===== config.mk =====
export PLATFORM = sky130hd
export DESIGN_NAME = swcl_fmul
export DESIGN_NICKNAME = d
export VERILOG_FILES = /design/src/rtl/core/swcl_pkg.sv /design/src/rtl/core/swcl_fmul.sv
export SDC_FILE = /design/constraint.sdc
export NUM_CORES = 1
export LEC_CHECK = 0
export BUFFER_PORTS_ARGS = -buffer_cell sky130_fd_sc_hd__buf_2
export CAP_MARGIN = 0
export CELL_PAD_IN_SITES_DETAIL_PLACEMENT = 1
export CELL_PAD_IN_SITES_GLOBAL_PLACEMENT = 1
export CORE_MARGIN = 3
export CORE_UTILIZATION = 50
export DETAILED_ROUTE_END_ITERATION = 8
export GPL_TIMING_DRIVEN = 0
export PLACE_DENSITY_LB_ADDON = 0.1
export REMOVE_ABC_BUFFERS = 1
export SLEW_MARGIN = 20
export SYNTH_ARGS = -nofsm -noshare
export SYNTH_HDL_FRONTEND = slang
export SYNTH_SLANG_ARGS = --single-unit

===== constraint.sdc =====
create_clock -name vclk -period 17.1
set_input_delay 3.42 -clock vclk [all_inputs]
set_output_delay 3.42 -clock vclk [all_outputs]
set_load 0.02 [all_outputs]

===== src/rtl/core/swcl_pkg.sv =====
// Shared types and constants for the spike window class likelihood block.
`default_nettype none
package swcl_pkg;

    localparam int MAX_SAMPLES = 1024;
    localparam int MAX_WINDOWS = 256;
    localparam int MAX_CLASSES = 16;
    localparam int PROB_BITS   = 16;

    localparam int CNT_W  = $clog2(MAX_SAMPLES) + 1;
    localparam int ADDR_W = $clog2(MAX_SAMPLES);
    localparam int WIN_W  = $clog2(MAX_WINDOWS);
    localparam int CLS_W  = $clog2(MAX_CLASSES);
    localparam int PROB_W = PROB_BITS + 1;
    localparam int HIT_W  = WIN_W + 1;
    localparam int SUM_W  = PROB_W + WIN_W;
    localparam int WL_W   = 7;
    localparam int CC_W   = 5;
    localparam int K_W    = 6;
    localparam int WL_MAX = 64;
    localparam int DIVD_W = SUM_W;
    localparam int DIVS_W = HIT_W;
    localparam int DCNT_W = $clog2(DIVD_W);

    localparam logic [PROB_W-1:0] ONE_Q  = PROB_W'(1) << PROB_BITS;
    localparam logic [PROB_W-1:0] HALF_Q = PROB_W'(1) << (PROB_BITS - 1);

    localparam logic [1:0] OP_LOAD  = 2'd0;
    localparam logic [1:0] OP_QUERY = 2'd1;
    localparam logic [1:0] OP_CLEAR = 2'd2;

    localparam logic REG_WINDOW_LEN  = 1'b0;
    localparam logic REG_CLASS_COUNT = 1'b1;

    typedef enum logic [10:0] {
        S_IDLE   = 11'b000_0000_0001,
        S_LDIV   = 11'b000_0000_0010,
        S_LOAD   = 11'b000_0000_0100,
        S_QDIV   = 11'b000_0000_1000,
        S_QRD    = 11'b000_0001_0000,
        S_QMUL   = 11'b000_0010_0000,
        S_QACC   = 11'b000_0100_0000,
        S_OSTART = 11'b000_1000_0000,
        S_ODIV   = 11'b001_0000_0000,
        S_OWAIT  = 11'b010_0000_0000,
        S_SPARE  = 11'b100_0000_0000
    } state_t;

    typedef struct packed {
        logic busy;
        logic done;
    } div_stat_t;

endpackage
`default_nettype wire


===== src/rtl/core/swcl_fmul.sv =====
// Factor select and rounded Q1.16 product step.
`default_nettype none
module swcl_fmul
    import swcl_pkg::*;
(
    input  wire logic [PROB_W-1:0] acc,
    input  wire logic [PROB_W-1:0] prob,
    input  wire logic              fired,
    output logic      [PROB_W-1:0] acc_out,
    output logic                   zero_err
);

    logic [PROB_W-1:0]     p_sat;
    logic [PROB_W-1:0]     factor;
    logic [2*PROB_W-1:0]   prod;

    always_comb
    begin
        p_sat = (prob > ONE_Q) ? ONE_Q : prob;
        if (fired)
        begin
            factor = (p_sat == '0) ? PROB_W'(1) : p_sat;
        end
        else
        begin
            factor = ONE_Q - p_sat;
        end
        zero_err = !fired && (factor == '0);
        prod     = acc * factor + {{PROB_W{1'b0}}, HALF_Q};
        acc_out  = prod[PROB_BITS +: PROB_W];
    end

endmodule
`default_nettype wire


==> run metrics, run 1 <==
nets=1566; hpwl dp=23200 microns; first-pass GRT wire length=48100 microns; sequential fraction of the synthesis area=0%; Area growth syn-to-layout=6.79%; DRT Pass-1 Iters=7; Yosys cell types=58; Hold Path Sink=zero_err; Final Hold Fails=0; largest net degree at the start of global routing=28; Hold Buf Count CTS=0; global route overflow=0; highest clock rate=0.0607 GHz; share of the synthesized area in the top cell type=44.5%; CP bufs+invs=5; Starting Density=51.2%; Avg Vias per Cell=5.45; worst hold path depth=5; Crit path top cell by count=fa_1; fraction of layout instances using a drive strength above 1=7.47%; FP Rows=51; Worst-Margin Slew=0.863 ns; RSZ-0062 raised after global routing=no; critical path peak fanout=11; routability cong.=0.807; clkbuf count=0; min Tclk post-route=16.48 ns; Routed WL=29100 microns; slowest stage delay, CP=0.70 ns; Synth Instances=1171; Detail Route Antenna Nets=0; largest family of logic cells by synthesized area=adder cells; required time of the critical path=13.68 ns; CP top delay family=adder cells; Fill cells=2397; Post-Synth Adder-Cell Area=58.7%; Reg area=0 sq um; Die H=148 microns; Syn Area/Cell=8.57 sq um; synth warn=0; CP max stage cell=or4_1; top cells by area, synth=fa_1 44%, ha_1 14%, inv_1 10%; Initial DRC Count=335; Routed WL per cell=20.0 microns; core area=19600 sq um; Slew Viols, Final=0; cell taking the most area after synthesis=fa_1; Die Wd=148 microns; status=finished, final reports clean; hold wc startpoint=prob[8]; Setup-failing EPs final=0; seq_cells=0; postcts setup bufs=0; Die Area=21800 sq um; Max Cap Violations=0; compound-gate portion of the synthesized area=6.62%; initial antenna violation count=0; max_slew headroom=42.5%; Post-Route Utilization=54.7%; worst hold path class=in2out; XOR/XNOR share of the synthesized area=1.83%; residual DRC count=0; Startpoint Class=input port; Tot GR Track Use=27.9%; Simple-Gate Fraction of Synth Area=20.8%; vias in the first global route=9190; mux contribution to synthesized area=0.299%; routed vias=7940; Worst Path Arrival=13.06 ns; Top Ports=53; Post-Syn Area=10000 sq um; Tcrit/Tclk final=96.4%; critical path class=in2out; Multi-input gate area=8980 sq um; PortBufs=53; CP endpoint kind=output port
-- timing repair --
item / 4_1_cts / 5_1_grt
resized for setup: 0 / 5
setup endpoints to repair: 8 / 8
pin swaps: 1 / 0
gates cloned: 1 / 0
-- metal layers --
layer | global-route usage [%] | wire length (microns) | up-vias
li1 | - | - | 3602
met1 | 36.1 | 12200 | 4139
met2 | 51.9 | 15200 | 156
met3 | 2.27 | 1100 | 43
met4 | 5.13 | 627 | 0
met5 | 0 | 0 | -
-- placed cells by master (no fill, tap or decap), types with 13 or more instances in the layout --
master,synthesis,final
a21o_1,13,13
buf_2,4,53
o21ai_0,16,16
xnor2_1,13,13
fa_1,223,223
nor2_1,32,30
inv_1,271,271
and2_1,95,94
nor2b_1,48,47
a21oi_1,28,28
nand2_1,158,158
ha_1,114,114
-- cells by family after synthesis --
family          count (synthesis)
xor+xnor                       21
mux                             3
compound gates                 99
simple gates                  398
fa+ha+maj                     337
buf+inv                       313
-- worst max-delay path by stage --
stage                   from  cells after the start          end
finish              prob[11]                     33  acc_out[15]
global route        prob[11]                     33  acc_out[15]
CTS                 prob[11]                     33  acc_out[15]
detailed placement   prob[8]                     34  acc_out[15]
global placement     prob[2]                     33  acc_out[15]
floorplan           prob[11]                     30  acc_out[13]
-- layout make-up --
cell class         count  share of cell area, %
inverters            271                   9.49
well taps            265                   3.09
diodes                 1                 0.0233
multi-input cells    859                   83.8
repair buffers        62                   3.64
-- Yosys cell counts (9+ instances only) --
cell type,n
a21oi_1,28
nand2_1,158
o21ai_0,16
xnor2_1,13
fa_1,223
a21o_1,13
nor2b_1,48
nand2b_1,9
clkbuf_1,38
and2_1,95
inv_1,271
nor2_1,32
ha_1,114
-- through the flow --
stage / setup TNS, ns / worst slack, ns / instance area [sq um] / hold slack, ns / instances
after detailed placement: -0.837 / -0.302 / 10700 / 7.57 / 1456
after global routing: 0 / 0.0387 / 10700 / 7.61 / 1457
after global placement: -8.36 / -0.932 / 10500 / 7.63 / 1447
after floorplan: 0 / 1.93 / 9880 / 7.25 / 1129
after CTS: 0 / 0.0965 / 10700 / 7.58 / 1457
final: 0 / 0.615 / 10700 / 7.58 / 1458
==> run 2: changes to the inputs <==
--- a/config.mk
+++ b/config.mk
@@ -8,9 +8,9 @@
 export BUFFER_PORTS_ARGS = -buffer_cell sky130_fd_sc_hd__buf_2
 export CAP_MARGIN = 0
 export CELL_PAD_IN_SITES_DETAIL_PLACEMENT = 1
-export CELL_PAD_IN_SITES_GLOBAL_PLACEMENT = 1
+export CELL_PAD_IN_SITES_GLOBAL_PLACEMENT = 2
 export CORE_MARGIN = 3
-export CORE_UTILIZATION = 50
+export CORE_UTILIZATION = 41
 export DETAILED_ROUTE_END_ITERATION = 8
 export GPL_TIMING_DRIVEN = 0
 export PLACE_DENSITY_LB_ADDON = 0.1
==> run metrics, run 2 (same netlist as run 1, synthesis figures left out) <==
fin area=10900 sq um (+1.5%); Routed WL per cell=19.9 microns (-0.51%); Setup crit start=prob[11]; CP max stage cell=o22a_1; Hold Buf Count CTS=0 (unchanged); Ant. Diodes=0 (-1); Reg area=0 sq um (unchanged); min Tclk post-route=16.15 ns (-0.335 ns); max_slew headroom=37.0% (-5.5 points); met3 GRT Util=0.890% (-1.4 points); status=finished, final reports clean; Startpoint Class=input port; clkbuf count=0 (unchanged); global route overflow=0 (unchanged); CP bufs+invs=6 (+1); CP top delay family=adder cells; global routing met2 resource utilization=44.0% (-7.9 points); nets=1570 (+0.26%); residual DRC count=0 (unchanged); Worst-Margin Slew=0.945 ns (+0.0823 ns); Placed Instances=1508 (+3.6%); routed vias=7870 (-0.88%); first-pass GRT wire length=49800 microns (+3.5%); Die Area=26400 sq um (+21%); Top Ports=53 (unchanged); Initial DRC Count=247 (-26%); Multi-input gate area=9000 sq um (+0.28%); global routing's busiest layer=met2; Max Cap Violations=0 (unchanged); Worst Path Arrival=12.73 ns (-0.33 ns); Tot GR Track Use=24.0% (-3.9 points); Setup-failing EPs final=0 (unchanged); Starting Density=42.3% (-9.0 points); initial antenna violation count=0 (unchanged); Tcrit/Tclk final=94.4% (-2.0 points); DRT Pass-1 Iters=4 (-3); worst hold path class=in2out; commonest non-fill, non-tap cell in the layout=inv_1; Routed WL=30100 microns (+3.4%); Fill cells=2854 (+19%); Crit path depth=33 (unchanged); CP endpoint kind=output port; critical path class=in2out; PortBufs=53 (unchanged); slowest stage delay, CP=0.77 ns (+0.07 ns); Cell Area, Placed=10800 sq um (+0.91%); vias in the first global route=8864 (-3.5%); Slew Viols, Final=0 (unchanged); setup slack after layout=0.950 ns (+0.335 ns); Die H=162 microns (+10%); routability cong.=0.783 (-2.9%); Finished Layout Cells=1515 (+3.9%); Area growth syn-to-layout=8.41%; Avg Vias per Cell=5.19 (-4.6%); critical path peak fanout=18 (+7); M1 GR Usage=33.1% (-3.0 points); seq_cells=0 (unchanged); Crit path top cell by count=fa_1; Place WS=-0.342 ns (-0.0397 ns); largest net degree at the start of global routing=28 (unchanged); RSZ-0062 raised after global routing=no; core area=23800 sq um (+21%); hpwl dp=23500 microns (+1.3%); FP Rows=56 (+9.8%); Final Hold Fails=0 (unchanged); hold_ws=7.58 ns (+0.000950 ns); Critical Path Sink=acc_out[15]; most frequent cells in the layout=271 x inv_1, 223 x fa_1, 158 x nand2_1, 114 x ha_1, 94 x and2_1; Die Wd=162 microns (+10%); highest clock rate=0.0619 GHz (+2.1%); required time of the critical path=13.68 ns (about the same); fraction of layout instances using a drive strength above 1=7.78% (+0.31 points); Detail Route Antenna Nets=0 (unchanged)
[run 2: cell count changes in the layout (fill, tap and decap cells not counted)]
cell / change
buf_16: +1
buf_12: +3
buf_6: -2
mux2i_2: -1
mux2i_4: +1
and2_2: -1
diode_2: -1
a21boi_4: +2
buf_4: +3
a21boi_2: -2
buf_8: -1
and2_4: +1
[run 2: per-layer routing]
metal	part of all wire [%]	vias to the layer above	routed length, microns
li1	-	3599	-
met1	43	4132	13100
met2	52	118	15800
met3	3.1	21	947
met4	1.0	0	306
met5	0	-	0
[run 2: worst min path at each step]
stage / start / endpoint / slack [ns] / cells past startpoint
floorplan: prob[0] / zero_err / 7.25 / 5
global placement: prob[0] / zero_err / 7.63 / 7
detailed placement: prob[8] / zero_err / 7.57 / 4
CTS: prob[8] / zero_err / 7.58 / 4
global route: prob[8] / zero_err / 7.61 / 4
finish: prob[8] / zero_err / 7.58 / 4
[run 2: timing repair]
item                       in CTS  in global routing
hold endpoints to repair        0                  0
setup buffers                   0                  6
pin swaps                       1                  2
gates resized for setup         0                  4
setup endpoints to repair      11                 14
cloned                          1                  0
[run 2: area by class of cell]
| class | instances | area share, % |
|---|---|---|
| well taps | 319 | 3.67 |
| repair buffers | 66 | 4.25 |
| inverters | 271 | 9.35 |
| multi-input cells | 859 | 82.7 |
[run 2: through the flow]
stage | TNS, ns | util [%]
after floorplan | 0 | -
after global placement | -13.85 | 44.4
after detailed placement | -1.91 | 45.3
after CTS | 0 | 45.4
after global routing | 0 | 45.8
final | 0 | 45.8
Power of run 2 is not shown: default switching activity piles up to over one toggle a cycle in this logic, so the estimate is an artifact.
