[src/rtl/core/swcl_pkg.sv]
// Shared types and constants for the spike window class likelihood block.
`default_nettype none
package swcl_pkg;

    localparam int MAX_SAMPLES = 1024;
    localparam int MAX_WINDOWS = 256;
    localparam int MAX_CLASSES = 16;
    localparam int PROB_BITS   = 16;

    localparam int CNT_W  = $clog2(MAX_SAMPLES) + 1;
    localparam int ADDR_W = $clog2(MAX_SAMPLES);
    localparam int WIN_W  = $clog2(MAX_WINDOWS);
    localparam int CLS_W  = $clog2(MAX_CLASSES);
    localparam int PROB_W = PROB_BITS + 1;
    localparam int HIT_W  = WIN_W + 1;
    localparam int SUM_W  = PROB_W + WIN_W;
    localparam int WL_W   = 7;
    localparam int CC_W   = 5;
    localparam int K_W    = 6;
    localparam int WL_MAX = 64;
    localparam int DIVD_W = SUM_W;
    localparam int DIVS_W = HIT_W;
    localparam int DCNT_W = $clog2(DIVD_W);

    localparam logic [PROB_W-1:0] ONE_Q  = PROB_W'(1) << PROB_BITS;
    localparam logic [PROB_W-1:0] HALF_Q = PROB_W'(1) << (PROB_BITS - 1);

    localparam logic [1:0] OP_LOAD  = 2'd0;
    localparam logic [1:0] OP_QUERY = 2'd1;
    localparam logic [1:0] OP_CLEAR = 2'd2;

    localparam logic REG_WINDOW_LEN  = 1'b0;
    localparam logic REG_CLASS_COUNT = 1'b1;

    typedef enum logic [10:0] {
        S_IDLE   = 11'b000_0000_0001,
        S_LDIV   = 11'b000_0000_0010,
        S_LOAD   = 11'b000_0000_0100,
        S_QDIV   = 11'b000_0000_1000,
        S_QRD    = 11'b000_0001_0000,
        S_QMUL   = 11'b000_0010_0000,
        S_QACC   = 11'b000_0100_0000,
        S_OSTART = 11'b000_1000_0000,
        S_ODIV   = 11'b001_0000_0000,
        S_OWAIT  = 11'b010_0000_0000,
        S_SPARE  = 11'b100_0000_0000
    } state_t;

    typedef struct packed {
        logic busy;
        logic done;
    } div_stat_t;

endpackage
`default_nettype wire

[src/rtl/core/swcl_div.sv]
// Restoring divider, one quotient bit per cycle.
`default_nettype none
module swcl_div
    import swcl_pkg::*;
(
    input  wire logic              clk,
    input  wire logic              rst_n,
    input  wire logic              start,
    input  wire logic [DIVD_W-1:0] dividend,
    input  wire logic [DIVS_W-1:0] divisor,
    output div_stat_t              stat,
    output logic      [DIVD_W-1:0] quotient,
    output logic      [DIVS_W-1:0] remainder
);

    logic [DIVD_W-1:0] quo_reg;
    logic [DIVS_W-1:0] rem_reg;
    logic [DIVS_W-1:0] dvs_reg;
    logic [DCNT_W-1:0] cnt_reg;
    logic              busy_reg;
    logic              done_reg;
    logic [DIVS_W:0]   trial;
    logic [DIVS_W:0]   diff;
    logic              ge;

    assign trial = {rem_reg, quo_reg[DIVD_W-1]};
    assign ge    = trial >= {1'b0, dvs_reg};
    assign diff  = trial - {1'b0, dvs_reg};

    always_ff @(posedge clk or negedge rst_n)
    begin
        if (!rst_n)
        begin
            busy_reg <= 1'b0;
            done_reg <= 1'b0;
            cnt_reg  <= '0;
        end
        else if (start)
        begin
            busy_reg <= 1'b1;
            done_reg <= 1'b0;
            cnt_reg  <= DCNT_W'(DIVD_W - 1);
        end
        else if (busy_reg)
        begin
            cnt_reg <= cnt_reg - 1'b1;
            if (cnt_reg == '0)
            begin
                busy_reg <= 1'b0;
                done_reg <= 1'b1;
            end
        end
        else
        begin
            done_reg <= 1'b0;
        end
    end

    always_ff @(posedge clk)
    begin
        if (start)
        begin
            quo_reg <= dividend;
            rem_reg <= '0;
            dvs_reg <= divisor;
        end
        else if (busy_reg)
        begin
            rem_reg <= ge ? diff[DIVS_W-1:0] : trial[DIVS_W-1:0];
            quo_reg <= {quo_reg[DIVD_W-2:0], ge};
        end
    end

    assign stat.busy = busy_reg;
    assign stat.done = done_reg;
    assign quotient  = quo_reg;
    assign remainder = rem_reg;

endmodule
`default_nettype wire

[config.mk]
export PLATFORM = sky130hd
export DESIGN_NAME = swcl_div
export DESIGN_NICKNAME = d
export VERILOG_FILES = /design/src/rtl/core/swcl_pkg.sv /design/src/rtl/core/swcl_div.sv
export SDC_FILE = /design/constraint.sdc
export NUM_CORES = 1
export LEC_CHECK = 0
export ABC_AREA = 0
export BUFFER_PORTS_ARGS = -buffer_cell sky130_fd_sc_hd__buf_4
export CORE_MARGIN = 10
export CORE_UTILIZATION = 50
export DETAILED_ROUTE_END_ITERATION = 8
export PLACE_DENSITY = 0.77
export SYNTH_ARGS = -nofsm -noshare
export SYNTH_HDL_FRONTEND = slang
export SYNTH_SLANG_ARGS = --single-unit
[constraint.sdc]
create_clock -name clk -period 3.2 [get_ports clk]
set_input_delay 0.32 -clock clk [delete_from_list [all_inputs] [get_ports clk]]
set_output_delay 0.32 -clock clk [all_outputs]
set_load 0.05 [all_outputs]
==> impl_metrics.csv, run 1 <==
group,metric,value,unit
sta,rsz0062_at_grt,"no",
sta,hold_viol,0,
global_route,grt_max_degree,43,
placement,portBuffers,72,
clock_tree,cts-htree-levels,2,
layout,largest_reg_flops,25,
power,leakagePower,1.41,nW
worst_setup_path,required,3.42,ns
global_route,grt_overflow,0,
layout,nets,327,
drt,drt-total-wl,5.74,mm
power,vdd.ir_drop.worst,0.560,mV
worst_setup_path,end_kind,"flop",
logic_synthesis,synth_edf_count,34,
sta,finalCriticalPeriod,2.38,ns
clock_tree,clock_tree.root_cell,"clkbuf_8",
drt,drc,0,
power,power_density,719,nW/µm²
layout,area_growth,27.7,%
sta,worst_pin_slew,0.543,ns
drt,dr.pass1.iters,4,
logic_synthesis,yosysWarnings,0,
worst_setup_path,cp-start-kind,"flop",
sta,fin_crit_sh,0.744,
clock_tree,post_cts_resized,0,
logic_synthesis,synth.distinct_cells,46,
logic_synthesis,async_flop_share,0.140,
outcome,outcome,"complete, no violations",
layout,drive_above_1_share,0.394,
logic_synthesis,synth_area,2530,µm²
sta,max_freq,420,MHz
placement,gp_congestion,0.872,
layout,final_common_cell,"buf_4",
logic_synthesis,syn_inst,206,
logic_synthesis,synth_nets,255,
floorplanning,die_area,8300,µm²
floorplanning,core_area,4820,µm²
placement,detailedPlacementHpwl,4.34,mm
worst_setup_path,critPathKind,"reg2reg",
sta,fin_skew,0.0130,ns
floorplanning,die_h,91.1,µm
sta,setup_viol,0,
logic_synthesis,ys_dominant_reg_cell,"edfxtp_1",
sta,tns,0,ns
logic_synthesis,ys_seq_area_frac,0.544,
logic_synthesis,synth.avg_cell_area,12.3,µm²
clock_tree,clkLatencyLatePin,0.30,ns
global_route,antenna_found_initial,0,
clock_tree,cts_made_buffers,5,
sta,slew_violations,0,
layout,fin_cells,346,
floorplanning,rows,25,
logic_synthesis,ys_ff_latch,50,
sta,slew_headroom,0.638,
worst_setup_path,cp_max_fo,9,
layout,antenna_cells,0,
floorplanning,pin_count,73,
hold_path,min_path_type,"in2reg",
clock_tree,cts_tree,"yes",
worst_setup_path,worst_ep_arrival_time,2.60,ns
drt,routed_via_density,5.32,
clock_tree,clockBufferDepth,2,
clock_tree,clock-sinks,50,
drt,wl_per_cell,16.6,µm
global_route,grtUsageTotal,0.135,
drt,vias,1842,
global_route,grt_pass1_wl,9.37,mm
global_route,grt_pass1_vias,1829,
drt,dr.first_iter.drc_count,140,
drt,ant_nets,0,
layout,final_cell_mix,"buf_4, edfxtp_1, mux2_2, inv_1, nand2_1",
floorplanning,start_util,0.525,
placement,dp.cells,337,
clock_tree,clkSlewWorstSetupHoldPaths,0.10,ns
floorplanning,fp.dieW,91.1,µm
flow_run,max-cap-violations,0,
==> final timing paths <==
path                       cells after the start      endpoint    startpoint  slack, ns
min in group asynchronous                      2      done_reg         rst_n       0.35
hold reg to reg                                2  remainder[7]  remainder[7]       0.52
setup reg to reg                               9  remainder[4]  quotient[24]       0.82
setup / recovery                               9  remainder[4]  quotient[24]       0.82
hold / removal                                 1    dvs_reg[1]    divisor[1]       0.19
max in group asynchronous                      2      busy_reg         rst_n       2.73
==> logic make-up (layout without fill, tap and decap cells) <==
group           count (synthesis)  after routing  synth area share
flops                          50             50             0.544
compound gates                 40             40             0.116
fa+ha+maj                      12             12            0.0623
buf+inv                        25             98            0.0445
simple gates                   45             45            0.0891
xor+xnor                        6              6            0.0208
mux                            28             28             0.123
==> area by class of cell <==
class                           count  area, µm²
Clock buffer                        6       93.8
Clock inverter                      2       17.5
Fill cell                         397       1590
Inverter                           16       60.1
Multi-Input combinational cell    131       1040
Sequential cell                    50       1380
Tap cell                           67       83.8
Timing Repair Buffer               74        558
==> worst max-delay path, cell delays in order (launching register included) <==
cell,delay [ns]
edfxtp_1,0.37
inv_1,0.05
ha_1,0.21
inv_1,0.10
fa_1,0.25
a21oi_1,0.11
a211o_1,0.34
o211a_1,0.23
or3_1,0.39
a311oi_1,0.26
==> Yosys cell counts (all sizes together) (3+ instances only) <==
cell type / count / area (µm²)
xnor2: 4 / 35.0
a21o: 4 / 30.0
clkbuf: 3 / 11.3
dfxtp: 9 / 180
edfxtp: 34 / 1020
ha: 11 / 138
nor3: 3 / 15.0
mux2i: 3 / 30.0
nand2: 15 / 56.3
a21oi: 6 / 30.0
nand3: 4 / 30.0
inv: 16 / 60.1
nor2: 12 / 45.0
nor2b: 3 / 18.8
a211oi: 6 / 45.0
dfrtp: 7 / 175
mux2: 25 / 282
buf: 6 / 41.3
o21ai: 5 / 25.0
==> power breakdown <==
part | internal (mW) | switching (mW)
Clock | 0.208 | 0.219
Combinational | 0.372 | 0.623
Sequential | 0.807 | 0.0934
Total | 1.39 | 0.935
==> routing by layer <==
metal  wire length [µm]  part of all wire  GRT usage
met1               2320              0.40      0.164
met4                 59             0.010     0.0326
met2               2950              0.51      0.232
met5                  0                 0          0
met3                403             0.070     0.0387
==> repair_timing <==
action	in CTS	in global routing
hold buffers	1	0
buffers inserted	0	0
endpoints found under the setup margin	0	0
hold endpoints to repair	7	0
==> per-stage QoR <==
stage           util  power, mW  worst slack, ns  hold WS [ns]  cell area [µm²]
4_1_cts        0.670       2.34            0.830         0.185             3230
2_1_floorplan      -       1.64            0.619        0.0244             2530
3_5_place_dp   0.645       1.90            0.821         0.138             3110
3_3_place_gp   0.645       1.90            0.908         0.136             3110
5_1_grt        0.670       2.46            0.601         0.176             3230
6_report       0.670       2.32            0.819         0.191             3230
(Power assumes the default switching activity.)
==> run 2: changes to the inputs <==
Clock period 3.2 ns to 2.3 ns, I/O delays scaled along.
==> impl_metrics.csv, run 2 (synthesis gave the netlist of run 1 again) <==
group,metric,value,unit
clock_tree,clkSlewWorstSetupHoldPaths,0.09,ns
sta,max_freq,460,MHz
power,power_density,982,nW/µm²
power,total_power,3.21,mW
worst_setup_path,path_cells,"ha_1, a21o_1, a211oi_1, o211ai_2, mux2_2",
sta,worst_pin_slew,0.430,ns
clock_tree,cts_made_buffers,5,
hold_path,min_path_type,"in2reg",
floorplanning,core_area,4820,µm²
sta,slew_headroom,0.712,
layout,area_growth,29.4,%
worst_setup_path,cpPeakStageDelay,0.42,ns
clock_tree,cts_tree,"yes",
layout,final_cell_mix,"buf_4, edfxtp_1, mux2_2, inv_1, nand2_1",
worst_setup_path,critPathKind,"reg2reg",
power,vdd.ir_drop.worst,0.628,mV
drt,drc,0,
sta,rsz0062_at_grt,"no",
clock_tree,cts-htree-levels,2,
worst_setup_path,cp_max_fo,8,
worst_setup_path,cp-start-kind,"flop",
placement,dp.cells,343,
sta,tns,0,ns
global_route,grt_pass1_wl,9.72,mm
sta,setup_viol,0,
sta,slew_violations,0,
worst_setup_path,required,2.37,ns
layout,antenna_cells,0,
worst_setup_path,crit_slowest_cell,"a211oi_1",
floorplanning,start_util,0.525,
sta,finalCriticalPeriod,2.17,ns
drt,drt-total-wl,6.02,mm
drt,routed_via_density,5.35,
global_route,antenna_found_initial,0,
floorplanning,rows,25,
layout,largest_reg_flops,25,
placement,portBuffers,72,
outcome,outcome,"complete, no violations",
worst_setup_path,end_kind,"flop",
sta,hold_slack,0.0955,ns
global_route,grt_max_degree,28,
flow_run,max-cap-violations,0,
placement,gp_congestion,0.873,
floorplanning,fp.dieW,91.1,µm
global_route,grt_overflow,0,
sta,fin_skew,0.00326,ns
power,leakagePower,1.42,nW
drt,wl_per_cell,17.1,µm
floorplanning,die_area,8300,µm²
drt,dr.first_iter.drc_count,110,
layout,nets,334,
sta,fin_ws,0.128,ns
placement,place_area,3160,µm²
placement,pre_cts_ws,0.112,ns
drt,vias,1887,
layout,final_common_cell,"buf_4",
clock_tree,clkLatencyLatePin,0.30,ns
sta,hold_viol,0,
floorplanning,pin_count,73,
global_route,grt_pass1_vias,1796,
layout,drive_above_1_share,0.423,
floorplanning,die_h,91.1,µm
layout,post-route-util,0.679,
layout,fin_cells,353,
global_route,grtUsageTotal,0.144,
drt,dr.pass1.iters,4,
clock_tree,clock_tree.root_cell,"clkbuf_8",
placement,detailedPlacementHpwl,4.56,mm
sta,fin_crit_sh,0.945,
clock_tree,clockBufferDepth,2,
worst_setup_path,worst_ep_arrival_time,2.24,ns
layout,final_area,3270,µm²
clock_tree,clock-sinks,50,
drt,ant_nets,0,
## run 2: power breakdown
group          switching (mW)  total [mW]  internal, mW
Sequential              0.126        1.25          1.12
Clock                   0.294       0.503         0.209
Combinational           0.896        1.46         0.565
## run 2: layout make-up
class,instances,area [µm²]
well taps,67,83.8
flip-flops and latches,50,1380
clock inverters,3,16.3
repair buffers,81,611
fillers,384,1550
inverters,16,60.1
clock buffers,5,68.8
multi-input cells,131,1060
## run 2: final timing paths
path	start	to	slack, ns	depth (start not counted)
hold / removal	divisor[4]	dvs_reg[4]	0.1	1
hold reg to reg	remainder[7]	remainder[7]	0.52	2
setup reg to reg	remainder[6]	quotient[0]	0.13	5
min in group asynchronous	rst_n	cnt_reg[0]	0.27	2
setup / recovery	remainder[6]	quotient[0]	0.13	5
max in group asynchronous	rst_n	busy_reg	1.92	2
## run 2: critical path, delay by kind of cell, from the launching register on
| kind | cells | cell delay (ns) |
|---|---|---|
| DFF | 1 | 0.34 |
| adders and majority gates | 1 | 0.41 |
| AOI/OAI and AO/OA | 3 | 0.88 |
| muxes | 1 | 0.31 |
## run 2: what timing repair did
action                                  in CTS  in global routing
hold buffers                                 1                  0
setup buffers                                0                  1
gates resized for setup                      0                  2
endpoints found under the hold margin        7                  0
endpoints found under the setup margin       0                  4
## run 2: per-layer routing
| layer | up-vias | global-route usage | wire, µm |
|---|---|---|---|
| met5 | - | 0 | 0 |
| met4 | 0 | 0.0392 | 48 |
| met3 | 5 | 0.0519 | 424 |
| met2 | 70 | 0.228 | 2980 |
| met1 | 890 | 0.182 | 2570 |
| li1 | 922 | - | - |
==> run 3: changes to the inputs <==
Settings changed: CORE_UTILIZATION 50 to 52, PLACE_DENSITY 0.77 to 0.8.
==> impl_metrics.csv, run 3 (synthesis gave the netlist of run 1 again) <==
group,metric,value,unit
outcome,outcome,"complete, no violations",
global_route,grt_max_degree,33,
sta,slew_violations,0,
power,power_density,982,nW/µm²
clock_tree,clock_tree.root_cell,"clkbuf_8",
drt,ant_nets,0,
layout,final_cell_mix,"buf_4, edfxtp_1, mux2_2, inv_1, nand2_1",
floorplanning,die_h,89.7,µm
worst_setup_path,worst_ep_arrival_time,2.37,ns
drt,routed_via_density,5.47,
floorplanning,fp.dieW,89.7,µm
layout,fillers,371,
sta,setup_viol,0,
layout,area_growth,29.3,%
drt,wl_per_cell,16.7,µm
sta,rsz0062_at_grt,"no",
power,leakagePower,1.42,nW
drt,dr.pass1.iters,4,
worst_setup_path,cp-start-kind,"flop",
layout,largest_reg_flops,25,
layout,antenna_cells,0,
clock_tree,clkLatencyLatePin,0.31,ns
sta,hold_slack,0.0955,ns
layout,final_common_cell,"buf_4",
worst_setup_path,cp_max_fo,9,
worst_setup_path,required,2.52,ns
drt,drt-total-wl,5.89,mm
clock_tree,clock-sinks,50,
floorplanning,die_area,8050,µm²
sta,fin_skew,0.0103,ns
floorplanning,pin_count,73,
drt,vias,1931,
global_route,grtUsageTotal,0.143,
clock_tree,cts_made_buffers,5,
sta,fin_crit_sh,0.936,
floorplanning,core_area,4720,µm²
worst_setup_path,end_kind,"flop",
power,switchingPower,1.31,mW
sta,slew_headroom,0.735,
placement,portBuffers,72,
sta,max_freq,464,MHz
sta,finalCriticalPeriod,2.15,ns
global_route,grt_pass1_vias,1841,
layout,nets,334,
worst_setup_path,critPathKind,"reg2reg",
floorplanning,rows,25,
global_route,grt_overflow,0,
drt,drc,0,
layout,drive_above_1_share,0.423,
power,seqPwrFrac,0.387,
global_route,antenna_found_initial,0,
clock_tree,clockBufferDepth,2,
drt,dr.first_iter.drc_count,146,
sta,hold_viol,0,
clock_tree,clkSlewWorstSetupHoldPaths,0.09,ns
flow_run,max-cap-violations,0,
clock_tree,cts_tree,"yes",
power,total_power,3.21,mW
floorplanning,start_util,0.535,
placement,gp_congestion,0.843,
placement,detailedPlacementHpwl,4.50,mm
power,comb_power_share,0.455,
clock_tree,cts-htree-levels,2,
power,vdd.ir_drop.worst,0.663,mV
hold_path,min_path_type,"in2reg",
global_route,grt_pass1_wl,9.43,mm
power,p_sw_frac,0.409,
power,power_report.internal_total,1.90,mW
power,pwr-share-clk,0.159,
sta,tns,0,ns
sta,worst_pin_slew,0.397,ns
==> run 3: changes by cell type in the layout (fill, tap and decap cells not counted) <==
| cell | previous run | this run |
|---|---|---|
| clkinv_2 | 1 | 0 |
| clkinvlp_4 | 1 | 0 |
| clkinv_4 | 0 | 2 |
| o211a_2 | 0 | 1 |
| o211a_4 | 1 | 0 |
==> run 3: critical path, stage by stage (launching register included) <==
cell and delay [ns]:
edfxtp_1 0.38, ha_2 0.20, inv_2 0.07, fa_2 0.24
a21oi_2 0.08, a211o_1 0.29, o211a_2 0.22, or3_1 0.36
a311oi_1 0.24
==> run 3: cell type report <==
class	instances	area [µm²]	share of cell area
clock buffer	5	68.8	0.0210
clock inverter	3	21.3	0.00651
inverter	16	60.1	0.0184
multi-input combinational	131	1050	0.321
sequential	50	1380	0.421
tap	67	83.8	0.0256
timing repair buffer	81	611	0.187
==> run 3: timing repair <==
| action | 4_1_cts | 5_1_grt |
|---|---|---|
| hold buffers | 1 | 0 |
| buffers inserted | 0 | 0 |
| gates resized for setup | 0 | 1 |
| setup endpoints to repair | 0 | 2 |
| hold endpoints to repair | 7 | 0 |
==> run 3: metal layers <==
metal	GRT usage	wire length (µm)	part of all wire
met1	0.173	2500	0.42
met2	0.233	2950	0.50
met3	0.0457	348	0.059
met4	0.0485	85	0.014
met5	0	0	0
==> run 3: per-stage QoR <==
| stage | instances | area (µm²) | util | setup WS, ns |
|---|---|---|---|---|
| finish | 353 | 3270 | 0.692 | 0.147 |
| global route | 353 | 3270 | 0.692 | 0.0187 |
| CTS | 353 | 3270 | 0.692 | 0.0753 |
| detailed placement | 344 | 3170 | 0.671 | 0.116 |
| global placement | 344 | 3170 | 0.671 | 0.183 |
| floorplan | 206 | 2540 | - | -0.150 |
==> run 3: final timing paths <==
kind,startpoint,endpoint,slack [ns],depth (start not counted)
hold reg to reg,remainder[7],remainder[7],0.51,2
min in group asynchronous,rst_n,cnt_reg[4],0.25,2
hold / removal,divisor[8],dvs_reg[8],0.1,1
setup / recovery,dvs_reg[0],remainder[4],0.15,8
setup reg to reg,dvs_reg[0],remainder[4],0.15,8
max in group asynchronous,rst_n,cnt_reg[3],1.92,2
==> run 3: power by group through the flow <==
| stage | Sequential, mW | Clock [mW] | Combinational (mW) |
|---|---|---|---|
| 2_1_floorplan | 1.64 | 0 | 0.650 |
| 3_3_place_gp | 1.26 | 0 | 1.43 |
| 3_5_place_dp | 1.26 | 0 | 1.45 |
| 4_1_cts | 1.24 | 0.522 | 1.46 |
| 5_1_grt | 1.27 | 0.559 | 1.56 |
| 6_report | 1.24 | 0.509 | 1.46 |
